$ cat src/design/mcd_pkg.sv
// ----------------------------------------------------------------------------
// mcd_pkg: shared types for the close-detection merge block
// Word formats for the input and result channels, the stored detection
// entry, and the control group for the shared squaring unit.
// ----------------------------------------------------------------------------
package mcd_pkg;

	// one detection as it arrives
	typedef struct packed {
		logic signed [15:0] pos_x;
		logic signed [15:0] pos_y;
		logic [3:0]         object_id;
		logic signed [15:0] heading;
		logic               last_in_set;
	} det_word_t;

	// one surviving detection as it leaves
	typedef struct packed {
		logic signed [15:0] out_x;
		logic signed [15:0] out_y;
		logic [3:0]         out_id;
		logic signed [15:0] out_heading;
		logic               out_last;
		logic               overflow;
	} mrg_word_t;

	// one entry of the detection store
	typedef struct packed {
		logic signed [15:0] x;
		logic signed [15:0] y;
		logic [3:0]         id;
		logic signed [15:0] hd;
	} entry_t;

	localparam int CoordW = 16;
	localparam int SqW    = 2 * CoordW;
	localparam int AccW   = SqW + 1;
	localparam int DistW  = 15;

	// control of the shared squaring unit
	typedef struct packed {
		logic sq_en;     // register operand squared
		logic acc_load;  // accumulator takes the last square
		logic acc_add;   // accumulator adds the last square
	} sq_ctl_t;

endpackage

$ cat src/design/mcd_sqacc.sv
// ----------------------------------------------------------------------------
// mcd_sqacc: shared squaring unit with accumulator
// One 16x16 unsigned multiplier used for the squared merge radius and for
// both squared coordinate differences; a 33-bit accumulator forms dx^2+dy^2.
// ----------------------------------------------------------------------------
module mcd_sqacc (
	input  logic                  clk,
	input  mcd_pkg::sq_ctl_t      ctl,
	input  logic [15:0]           operand,
	output logic [31:0]           square,
	output logic [32:0]           acc
);
	import mcd_pkg::*;

	logic [SqW-1:0]  sq_q;
	logic [AccW-1:0] acc_q;

	// registered square
	always_ff @(posedge clk) begin
		if (ctl.sq_en) begin
			sq_q <= operand * operand;
		end
	end

	// sum of squares
	always_ff @(posedge clk) begin
		if (ctl.acc_load) begin
			acc_q <= {1'b0, sq_q};
		end else if (ctl.acc_add) begin
			acc_q <= acc_q + {1'b0, sq_q};
		end
	end

	assign square = sq_q;
	assign acc    = acc_q;

endmodule

$ cat src/design/merge_close_detections_unit.sv
// ----------------------------------------------------------------------------
// merge_close_detections_unit: merges close detections of one frame
// Collects a frame's detections, merges pairs closer than the merge radius
// and sends the survivors out in store order.
// ----------------------------------------------------------------------------
// Usage:
//   det channel (det_valid/det_stall/det): one detection word per handshake.
//   A word without last_in_set is stored and gives no result.
//   Words beyond MAX_DETECTIONS are dropped and flag overflow on the set.
//   A word with last_in_set starts the merge pass; det_stall stays high
//   until the last survivor has been taken on the mrg channel.
//   mrg channel (mrg_valid/mrg_stall/mrg): one survivor word per handshake,
//   out_last on the final one. A stall simply holds the word and the pass.
//   Steps of a set: the squared radius is formed first, then each kept
//   entry is read and tested against each later entry (difference, squares,
//   sum, compare); an absorbed entry is overwritten by the last entry, and
//   a final check closes the pass; then each survivor is read and sent.
//   All of it is paced by the single squaring unit and the one-read,
//   one-write port of the detection store.
//   The merge radius register is written from cfg_data when cfg_we is high.
//   Reset clears the entry count, the overflow flag and the sequencer;
//   the store contents need no clearing, only written entries are read.
// ----------------------------------------------------------------------------
module merge_close_detections_unit #(
	parameter int MAX_DETECTIONS = 32
) (
	input  logic               clk,
	input  logic               arst_n,
	input  logic               cfg_we,
	input  logic [14:0]        cfg_data,
	input  logic               det_valid,
	output logic               det_stall,
	input  mcd_pkg::det_word_t det,
	output logic               mrg_valid,
	input  logic               mrg_stall,
	output mcd_pkg::mrg_word_t mrg
);
	import mcd_pkg::*;

	localparam int AW = (MAX_DETECTIONS > 1) ? $clog2(MAX_DETECTIONS) : 1;
	localparam int CW = $clog2(MAX_DETECTIONS + 1);

	localparam logic [3:0] ST_IDLE   = 4'd0;
	localparam logic [3:0] ST_LIM_SQ = 4'd1;
	localparam logic [3:0] ST_LIM_SV = 4'd2;
	localparam logic [3:0] ST_I_RD   = 4'd3;
	localparam logic [3:0] ST_I_LD   = 4'd4;
	localparam logic [3:0] ST_J_CHK  = 4'd5;
	localparam logic [3:0] ST_J_DIFF = 4'd6;
	localparam logic [3:0] ST_J_SQX  = 4'd7;
	localparam logic [3:0] ST_J_SQY  = 4'd8;
	localparam logic [3:0] ST_J_ADD  = 4'd9;
	localparam logic [3:0] ST_J_CMP  = 4'd10;
	localparam logic [3:0] ST_MV_LD  = 4'd11;
	localparam logic [3:0] ST_EM_RD  = 4'd12;
	localparam logic [3:0] ST_EM_LD  = 4'd13;
	localparam logic [3:0] ST_EM_OUT = 4'd14;

	logic [3:0]        state_q;
	logic [DistW-1:0]  dist_q;
	logic [CW-1:0]     count_q;
	logic              dropped_q;
	logic [CW-1:0]     n_q;
	logic [CW-1:0]     i_q;
	logic [CW-1:0]     j_q;
	logic [CW-1:0]     nm1;
	logic [SqW-1:0]    lim_q;
	entry_t            ent_i_q;
	logic signed [15:0] xj_q;
	logic signed [15:0] yj_q;
	logic [15:0]       adx_q;
	logic [15:0]       ady_q;
	logic              mrg_valid_q;
	mrg_word_t         mrg_q;

	// detection store
	entry_t            mem [MAX_DETECTIONS];
	entry_t            rd_q;
	logic              wr_en;
	logic [AW-1:0]     wr_addr;
	entry_t            wr_data;
	logic              rd_en;
	logic [AW-1:0]     rd_addr;

	// shared squaring unit
	sq_ctl_t           sq_ctl;
	logic [15:0]       sq_op;
	logic [SqW-1:0]    sq_res;
	logic [AccW-1:0]   acc_res;

	logic              det_acc;
	logic              full;
	logic [CW-1:0]     count_nx;
	logic signed [16:0] dx_w;
	logic signed [16:0] dy_w;
	logic signed [16:0] sx_w;
	logic signed [16:0] sy_w;

	assign det_acc  = det_valid && !det_stall;
	assign full     = (count_q == CW'(MAX_DETECTIONS));
	assign count_nx = full ? count_q : count_q + CW'(1);
	assign nm1      = n_q - CW'(1);

	// coordinate differences and sums against the entry just read
	assign dx_w = {ent_i_q.x[15], ent_i_q.x} - {rd_q.x[15], rd_q.x};
	assign dy_w = {ent_i_q.y[15], ent_i_q.y} - {rd_q.y[15], rd_q.y};
	assign sx_w = {ent_i_q.x[15], ent_i_q.x} + {xj_q[15], xj_q};
	assign sy_w = {ent_i_q.y[15], ent_i_q.y} + {yj_q[15], yj_q};

	mcd_sqacc u_sqacc (
		.clk     (clk),
		.ctl     (sq_ctl),
		.operand (sq_op),
		.square  (sq_res),
		.acc     (acc_res)
	);

	// squaring unit control
	always_comb begin
		sq_ctl   = '0;
		sq_op    = adx_q;
		case (state_q)
			ST_LIM_SQ: begin
				sq_ctl.sq_en = 1'b1;
				sq_op        = {1'b0, dist_q};
			end
			ST_J_SQX: begin
				sq_ctl.sq_en = 1'b1;
				sq_op        = adx_q;
			end
			ST_J_SQY: begin
				sq_ctl.sq_en    = 1'b1;
				sq_ctl.acc_load = 1'b1;
				sq_op           = ady_q;
			end
			ST_J_ADD: begin
				sq_ctl.acc_add = 1'b1;
			end
			default: begin
				sq_ctl = '0;
			end
		endcase
	end

	// store port selection
	always_comb begin
		wr_en   = 1'b0;
		wr_addr = count_q[AW-1:0];
		wr_data = '{x: det.pos_x, y: det.pos_y, id: det.object_id, hd: det.heading};
		rd_en   = 1'b0;
		rd_addr = i_q[AW-1:0];
		case (state_q)
			ST_IDLE: begin
				wr_en = det_acc && !full;
			end
			ST_I_RD: begin
				rd_en   = (i_q < n_q);
				rd_addr = i_q[AW-1:0];
			end
			ST_J_CHK: begin
				if (j_q < n_q) begin
					rd_en   = 1'b1;
					rd_addr = j_q[AW-1:0];
				end else begin
					wr_en   = 1'b1;
					wr_addr = i_q[AW-1:0];
					wr_data = ent_i_q;
				end
			end
			ST_J_CMP: begin
				rd_en   = (acc_res < {1'b0, lim_q});
				rd_addr = nm1[AW-1:0];
			end
			ST_MV_LD: begin
				wr_en   = 1'b1;
				wr_addr = j_q[AW-1:0];
				wr_data = rd_q;
			end
			ST_EM_RD: begin
				rd_en   = 1'b1;
				rd_addr = i_q[AW-1:0];
			end
			default: begin
				wr_en = 1'b0;
			end
		endcase
	end

	// store array, registered read
	always_ff @(posedge clk) begin
		if (wr_en) begin
			mem[wr_addr] <= wr_data;
		end
		if (rd_en) begin
			rd_q <= mem[rd_addr];
		end
	end

	// merge radius register
	always_ff @(posedge clk or negedge arst_n) begin
		if (!arst_n) begin
			dist_q <= DistW'(100);
		end else if (cfg_we) begin
			dist_q <= cfg_data;
		end
	end

	// sequencer and counters
	always_ff @(posedge clk or negedge arst_n) begin
		if (!arst_n) begin
			state_q     <= ST_IDLE;
			count_q     <= '0;
			dropped_q   <= 1'b0;
			n_q         <= '0;
			i_q         <= '0;
			j_q         <= '0;
			mrg_valid_q <= 1'b0;
		end else begin
			case (state_q)
				ST_IDLE: begin
					if (det_acc) begin
						count_q   <= count_nx;
						dropped_q <= dropped_q | full;
						if (det.last_in_set) begin
							n_q     <= count_nx;
							i_q     <= '0;
							state_q <= ST_LIM_SQ;
						end
					end
				end
				ST_LIM_SQ: begin
					state_q <= ST_LIM_SV;
				end
				ST_LIM_SV: begin
					state_q <= ST_I_RD;
				end
				ST_I_RD: begin
					if (i_q < n_q) begin
						state_q <= ST_I_LD;
					end else begin
						i_q     <= '0;
						state_q <= (n_q == '0) ? ST_IDLE : ST_EM_RD;
						if (n_q == '0) begin
							count_q   <= '0;
							dropped_q <= 1'b0;
						end
					end
				end
				ST_I_LD: begin
					j_q     <= i_q + CW'(1);
					state_q <= ST_J_CHK;
				end
				ST_J_CHK: begin
					if (j_q < n_q) begin
						state_q <= ST_J_DIFF;
					end else begin
						i_q     <= i_q + CW'(1);
						state_q <= ST_I_RD;
					end
				end
				ST_J_DIFF: begin
					state_q <= ST_J_SQX;
				end
				ST_J_SQX: begin
					state_q <= ST_J_SQY;
				end
				ST_J_SQY: begin
					state_q <= ST_J_ADD;
				end
				ST_J_ADD: begin
					state_q <= ST_J_CMP;
				end
				ST_J_CMP: begin
					if (acc_res < {1'b0, lim_q}) begin
						state_q <= ST_MV_LD;
					end else begin
						j_q     <= j_q + CW'(1);
						state_q <= ST_J_CHK;
					end
				end
				ST_MV_LD: begin
					n_q     <= nm1;
					state_q <= ST_J_CHK;
				end
				ST_EM_RD: begin
					state_q <= ST_EM_LD;
				end
				ST_EM_LD: begin
					mrg_valid_q <= 1'b1;
					state_q     <= ST_EM_OUT;
				end
				ST_EM_OUT: begin
					if (!mrg_stall) begin
						mrg_valid_q <= 1'b0;
						if (i_q == nm1) begin
							count_q   <= '0;
							dropped_q <= 1'b0;
							state_q   <= ST_IDLE;
						end else begin
							i_q     <= i_q + CW'(1);
							state_q <= ST_EM_RD;
						end
					end
				end
				default: begin
					state_q <= ST_IDLE;
				end
			endcase
		end
	end

	// merge datapath registers
	always_ff @(posedge clk) begin
		case (state_q)
			ST_LIM_SV: begin
				lim_q <= sq_res;
			end
			ST_I_LD: begin
				ent_i_q <= rd_q;
			end
			ST_J_DIFF: begin
				xj_q  <= rd_q.x;
				yj_q  <= rd_q.y;
				adx_q <= dx_w[16] ? 16'(-dx_w) : dx_w[15:0];
				ady_q <= dy_w[16] ? 16'(-dy_w) : dy_w[15:0];
			end
			ST_J_CMP: begin
				if (acc_res < {1'b0, lim_q}) begin
					ent_i_q.x <= sx_w[16:1];
					ent_i_q.y <= sy_w[16:1];
				end
			end
			default: begin
				lim_q <= lim_q;
			end
		endcase
	end

	// result word register
	always_ff @(posedge clk) begin
		if (state_q == ST_EM_LD) begin
			mrg_q.out_x       <= rd_q.x;
			mrg_q.out_y       <= rd_q.y;
			mrg_q.out_id      <= rd_q.id;
			mrg_q.out_heading <= rd_q.hd;
			mrg_q.out_last    <= (i_q == nm1);
			mrg_q.overflow    <= dropped_q;
		end
	end

	assign det_stall = (state_q != ST_IDLE);
	assign mrg_valid = mrg_valid_q;
	assign mrg       = mrg_q;

endmodule
$ cat config.mk
export PLATFORM = sky130hd
export DESIGN_NAME = merge_close_detections_unit
export DESIGN_NICKNAME = d
export VERILOG_FILES = /design/src/design/mcd_pkg.sv /design/src/design/mcd_sqacc.sv /design/src/design/merge_close_detections_unit.sv
export SDC_FILE = /design/constraint.sdc
export NUM_CORES = 2
export LEC_CHECK = 0
export BUFFER_PORTS_ARGS = -buffer_cell sky130_fd_sc_hd__buf_2
export CAP_MARGIN = 25
export CORE_ASPECT_RATIO = 0.6
export CORE_UTILIZATION = 55
export CTS_CLUSTER_DIAMETER = 50
export CTS_CLUSTER_SIZE = 10
export DETAILED_ROUTE_END_ITERATION = 10
export GPL_ROUTABILITY_DRIVEN = 0
export HOLD_SLACK_MARGIN = 0.1
export PLACE_DENSITY = 0.71
export SLEW_MARGIN = 20
export SYNTH_ARGS = -nofsm -noshare
export SYNTH_HDL_FRONTEND = slang
export SYNTH_SLANG_ARGS = --single-unit
$ cat constraint.sdc
create_clock -name clk -period 14.51 [get_ports clk]
set_input_delay 0.7255 -clock clk [delete_from_list [all_inputs] [get_ports clk]]
set_output_delay 0.7255 -clock clk [all_outputs]
set_load 0.005 [all_outputs]
After elaboration in Yosys (flattened, before gate mapping)
Memory sizes are Yosys's and may differ from the RTL's. A register that Yosys moved wholly into a read port is not among the register bits.
Index checks and enable logic that the tools add are counted.
{ "classes": {"n_addsub": 11, "mul": 1, "order_cmp": 3, "n_eq_ne": 26, "mux": 58, "bitwise_logic": 1, "reduce_logical": 22} }
{ "ops": {"columns": ["cell", "n"], "rows": [
  ["$pmux 52 s2", 1],
  ["$mux 32", 3],
  ["$mux 6", 15],
  ["$pmux 32 s2", 1],
  ["$pmux 4 s14", 1],
  ["$mux 52", 1],
  ["$add 16x16->17", 2],
  ["$sub 16x16->17", 2],
  ["$add 33x32->33", 1],
  ["$lt 33x32->1", 1],
  ["$mul 16x16->32", 1],
  ["$mux 16", 2],
  ["$neg 16->16", 2],
  ["$pmux 16 s2", 1],
  ["$eq 4x4->1 const B", 7],
  ["$mux 4", 7],
  ["$pmux 6 s2", 2],
  ["$pmux 6 s4", 1],
  ["$ne 2x2->1 const B", 10],
  ["$pmux 5 s2", 2],
  ["$add 6x1->6 const B", 3],
  ["$pmux 6 s3", 1],
  ["$eq 4x3->1 const B", 4],
  ["$mux 1", 13],
  ["other kinds (25)", 38]
]} }
{ "totals": {"register_bits": 312, "mem_bits_rw": 1664, "in_bits": 73, "output_inout_bits": 56, "memories": 1} }
{ "mem_list": {"columns": ["memory", "depth", "width", "read_ports", "rd_clocked_by_memory_dff", "wr", "line_no", "text"], "rows": [
  ["mem", 32, 52, 1, 1, 1, "merge_close_detections_unit.sv:77", "entry_t mem [MAX_DETECTIONS];"]
]} }

Logic depth before layout (Yosys ltp)
{ "depth": {"depth_word": 7, "ltp_mapped": 33, "ltp_nobuf": 30} }

Modules after synthesis
Synthesis repeated with hierarchy kept, for this count alone.
{ "hier_totals": {"cells_unflattened": 6465, "area_unflattened_um2": 92183.4} }
{ "modules_own_cells": {"columns": ["mod", "instances", "cells_each", "area_each_um2", "seq_area_each_um2"], "rows": [
  ["merge_close_detections_unit", 1, 5189, 80601.1, 58725.1],
  ["mcd_sqacc", 1, 1276, 11582.4, 1911.8]
]} }

Worst setup path after synthesis
OpenSTA, ideal clock, no wires.
{ "synth_path": {"path_type": "reg-to-reg", "start": "register state_q[1]", "end": "register u_sqacc.sq_q[29], in the netlist u_sqacc.square[29], data pin", "setup_ps": 258, "arrival_time_ps": 7553, "setup_slack_ps": 6699, "stages_incl_launch_ff": 33, "n_path_buf": 3, "path_cell_list": "dfrtp_1 -> buf_2 -> nand2b_1 -> nor3_2 -> nor2_1 -> clkbuf_1 -> nand2_1 -> and2_1 -> clkbuf_1 -> clkinv_1 -> nand2_1 -> inv_1 -> fa_1 -> inv_1 -> fa_1 -> inv_1 -> fa_1 -> inv_1 -> fa_1 -> inv_1 -> fa_1 -> inv_1 -> fa_1 -> inv_1 -> ha_1 -> a2111oi_0 -> a21oi_1 -> nand3_1 -> a21oi_1 -> o31ai_2 -> o211ai_1 -> a21oi_1 -> xnor2_1"} }
{ "synth_via": {"elab_chain_len": 3} }
{ "synth_rtl": {"columns": ["element", "line_no", "text"], "rows": [
  ["start: declaration", "merge_close_detections_unit.sv:59", "logic [3:0] state_q;"],
  ["start signal: assignment", "merge_close_detections_unit.sv:242", "state_q <= (n_q == '0) ? ST_IDLE : ST_EM_RD;"],
  ["$eq 4x4->1 / $eq 4x1->1 (equally long branches)", "merge_close_detections_unit.sv:122", "case (state_q)"],
  ["$pmux 16 s2 (*)", "merge_close_detections_unit.sv:122", null],
  ["$mul 16x16->32 (*)", "mcd_sqacc.sv:21", "sq_q <= operand * operand;"],
  ["end signal: assignment", "mcd_sqacc.sv:21", null],
  ["end: declaration", "mcd_sqacc.sv:15", "logic [SqW-1:0] sq_q;"]
]} }
Every way passes the cells marked *; elsewhere a longest branch is shown, timed or not.
A chain may end at the register's enable or synchronous reset.

Final worst setup path
{ "layout_path": {"start": "register state_q[0]", "end": "register u_sqacc.sq_q[30], in the netlist u_sqacc.square[30], data pin"} }
Same word-level chain as after synthesis.

==> run metrics <==
status finished clean; met3 global-route usage 8.35%; highest achievable clock rate 102 MHz; count of endpoints failing setup in the final report 0; pin count of the biggest net entering global routing 146; clock latency on the worst-skew pair 0.87 ns; WP depth 28; postcts setup bufs 0; HPWL reported at the end of detailed placement 147000 microns; met1 track demand over resource 46.7%; iteration-0 DRC count of the detailed router 8832; final period demand of the worst path 9.85 ns; Crit. Startpoint state_q[0]$_DFFE_PN0P_; vias after detailed routing 59545; RR Startpoint state_q[0]$_DFFE_PN0P_; share of layout cells above drive strength 1 8.95%; Layout area overhead 11.1%; wire per inst 27.9 microns; number of I/O port buffers 128; count of boundary I/O pins 129; setup TNS 0 ns; post-synthesis cell count 6907; buffers and inverters on the worst path 8; Final Slew Violations 0; number of DRC violations after detailed routing 0; die width 528 microns; synthesis-stage register bit count 2026; worst-case headroom to the max-slew limit 15.9%; Avg Synthesized Cell Area 13.2 sq um; number of nets in the finished design 7543; Yosys warnings 0; Hold Violations, Final 0; cell count of the worst reg-to-reg path 28; GR met2 Demand/Resource 43.8%; vias in the first global route 56363; kind of cell with the highest combined delay on the critical path adder cells; largest buffer count on any clock path 4; utilization of the core after routing 61.8%; Worst-path clk slew 0.06 ns; Std-Cell Core Area 164000 sq um; Num CTS Buffers 232; cell count of the worst hold path 3; fraction of registers with async set/reset 2.22%; clock tree from TritonCTS built; setup repair after global routing missed its margin false; critical path's largest stage delay 0.78 ns; starting density of the core 55.6%; cell at the root of the clock tree sky130_fd_sc_hd__clkbuf_16; Worst Clk Skew 0.0652 ns; count of flip-flops with a built-in enable after synthesis 1980; Worst Hold Launch mrg_stall; Core Rows 115; GRT Max-Usage Layer met1; flop2flop setup slack 4.66 ns; critical path data required time 15.11 ns; category of the worst setup path capture point flop; master of the slowest instance on the critical path sky130_fd_sc_hd__a2111oi_0; count of cell types in the netlist 93; maximum level of the CTS H-tree 4; global-route usage over all layers 30.8%; type of the tightest min-delay check in2reg; nets in the synthesized netlist 7385; antenna violations before repair 6; number of optimization iterations in the first detailed-route pass 6; max-capacitance violation count 0; die area 168000 sq um; TritonCTS Sinks 2026; global-route wire length before repair 378000 microns; Syn Std Cell Area 91300 sq um; worst endpoint data arrival time 10.45 ns; post-route antenna net violation count 0; DRT Wirelength 261000 microns; worst slew pin tran 1.26 ns; PostCTS Resize Cnt 0; GRT Residual Overflow 0; quantity of hold-fixing buffers added after cts 16; type of origin of the critical path flop; worst-path maximum fanout 19; sequential cell area fraction in the yosys report 66.4%; vertical die dimension 318 microns; WS Path Type reg2reg; most repeated library cell on the critical path sky130_fd_sc_hd__inv_1; vias per inst 6.37; Final Cycle Share 67.9%; leading register cell type out of synthesis sky130_fd_sc_hd__edfxtp_1
-- final timing paths --
check	to
max in group asynchronous	count_q[4]$_DFFE_PN0P_
worst min-delay path	state_q[3]$_DFFE_PN0P_
worst max-delay path	u_sqacc.square[30]$_DFFE_PP_
min in group asynchronous	dist_q[11]$_DFFE_PN0P_
worst min register to register	lim_q[3]$_DFFE_PP_
worst max register to register	u_sqacc.square[30]$_DFFE_PP_
-- flip-flops by register name, summed over array words and instances (netlist names), 16 cells and up --
| register | count |
|---|---|
| yj_q | 16 |
| ent_i_q | 52 |
| lim_q | 31 |
| xj_q | 16 |
| ady_q | 16 |
| adx_q | 16 |
| rd_q | 52 |
| mem | 1664 |
| u_sqacc.acc | 33 |
| u_sqacc.square | 31 |
| mrg | 54 |
-- through the flow --
step | std cells | area, sq um | hold slack (ns) | worst slack (ns)
after floorplan | 6907 | 91300 | 0.426 | 6.70
after global placement | 9002 | 94400 | 0.462 | 5.18
after detailed placement | 9013 | 94700 | 0.473 | 4.86
after CTS | 9317 | 101000 | 0.156 | 4.88
after global routing | 9344 | 101000 | 0.216 | 4.12
final | 9344 | 101000 | 0.200 | 4.66
-- placed cells by master, fill, tap and decap left out, types with 26 or more instances in the layout --
| cell | count |
|---|---|
| sky130_fd_sc_hd__fa_1 | 167 |
| sky130_fd_sc_hd__nor2_4 | 46 |
| sky130_fd_sc_hd__xor2_1 | 49 |
| sky130_fd_sc_hd__nand2_1 | 1302 |
| sky130_fd_sc_hd__nand3_1 | 412 |
| sky130_fd_sc_hd__clkbuf_16 | 232 |
| sky130_fd_sc_hd__o21ai_0 | 107 |
| sky130_fd_sc_hd__a22oi_1 | 40 |
| sky130_fd_sc_hd__a21oi_1 | 115 |
| sky130_fd_sc_hd__a221o_1 | 26 |
| sky130_fd_sc_hd__and2_1 | 28 |
| sky130_fd_sc_hd__nor2_1 | 346 |
| sky130_fd_sc_hd__nand4_1 | 169 |
| sky130_fd_sc_hd__o2111ai_1 | 111 |
| sky130_fd_sc_hd__clkbuf_1 | 41 |
| sky130_fd_sc_hd__ha_1 | 238 |
| sky130_fd_sc_hd__xnor2_1 | 94 |
| sky130_fd_sc_hd__a32oi_1 | 156 |
| sky130_fd_sc_hd__buf_2 | 128 |
| sky130_fd_sc_hd__dfrtp_1 | 42 |
| sky130_fd_sc_hd__inv_1 | 364 |
| sky130_fd_sc_hd__nor3_1 | 32 |
| sky130_fd_sc_hd__buf_4 | 85 |
| sky130_fd_sc_hd__mux2i_1 | 313 |
| sky130_fd_sc_hd__edfxtp_1 | 1980 |
| sky130_fd_sc_hd__a21o_1 | 50 |
-- final cells by class --
| class | instances | area, sq um |
|---|---|---|
| tap | 2223 | 2780 |
| sequential | 2026 | 60600 |
| antenna | 2 | 5.00 |
| multi-input combinational | 4163 | 28300 |
| timing repair buffer | 271 | 2260 |
| clock buffer | 274 | 5970 |
| clock inverter | 14 | 181 |
| fill | 12158 | 62800 |
| inverter | 371 | 1390 |
-- per-layer routing --
layer	share of wire, %	vias up
met2	43	4063
met1	41	29342
met5	0.026	-
li1	-	25672
met3	14	460
met4	2.5	8
-- kinds of logic after synthesis --
kind of cell	share of synthesized area [%]
and+or+nand+nor	11.8
xor gates and xnor gates	1.37
AOI/OAI and AO/OA	6.71
DFF	66.4
buffers and inverters	3.19
muxes	3.70
adders and majority gates	6.92
-- cell usage after synthesis (19+ instances only) --
cell                           n  area [sq um]
sky130_fd_sc_hd__dfrtp_1      42          1050
sky130_fd_sc_hd__nor2b_1      19           119
sky130_fd_sc_hd__a32oi_1     156          1370
sky130_fd_sc_hd__fa_1        167          3340
sky130_fd_sc_hd__nand2_1    1304          4890
sky130_fd_sc_hd__nand4_1     169          1060
sky130_fd_sc_hd__a21oi_1     116           581
sky130_fd_sc_hd__a221o_1      39           390
sky130_fd_sc_hd__xnor2_1      94           823
sky130_fd_sc_hd__and2_1       30           188
sky130_fd_sc_hd__nand3_1     413          2070
sky130_fd_sc_hd__clkbuf_1    193           724
sky130_fd_sc_hd__ha_1        238          2980
sky130_fd_sc_hd__buf_2       110           551
sky130_fd_sc_hd__a21o_1       51           383
sky130_fd_sc_hd__mux2_2       22           248
sky130_fd_sc_hd__mux2i_1     313          3130
sky130_fd_sc_hd__xor2_1       49           429
sky130_fd_sc_hd__o2111ai_1   111           972
sky130_fd_sc_hd__o21a_1       23           173
sky130_fd_sc_hd__nand2b_1     20           125
sky130_fd_sc_hd__and3_1       23           144
sky130_fd_sc_hd__a22oi_1      40           300
sky130_fd_sc_hd__o21ai_0     109           546
sky130_fd_sc_hd__edfxtp_1   1980         59500
sky130_fd_sc_hd__buf_1        24          90.1
sky130_fd_sc_hd__nor2_1      384          1440
sky130_fd_sc_hd__inv_1       364          1370
sky130_fd_sc_hd__nor3_1       34           170
-- worst reg2reg max path: cells and delay by family (launching register included) --
family	cells	cell delay, ns
AO/OA/AOI/OAI	6	2.20
flip-flops	1	0.74
XOR/XNOR	1	0.17
AND/OR/NAND/NOR	6	2.32
buffers and inverters	8	0.82
adder cells (fa/ha/maj)	7	3.35
Power is not shown: default switching activity piles up to over one toggle a cycle in this logic, so the estimate is an artifact.
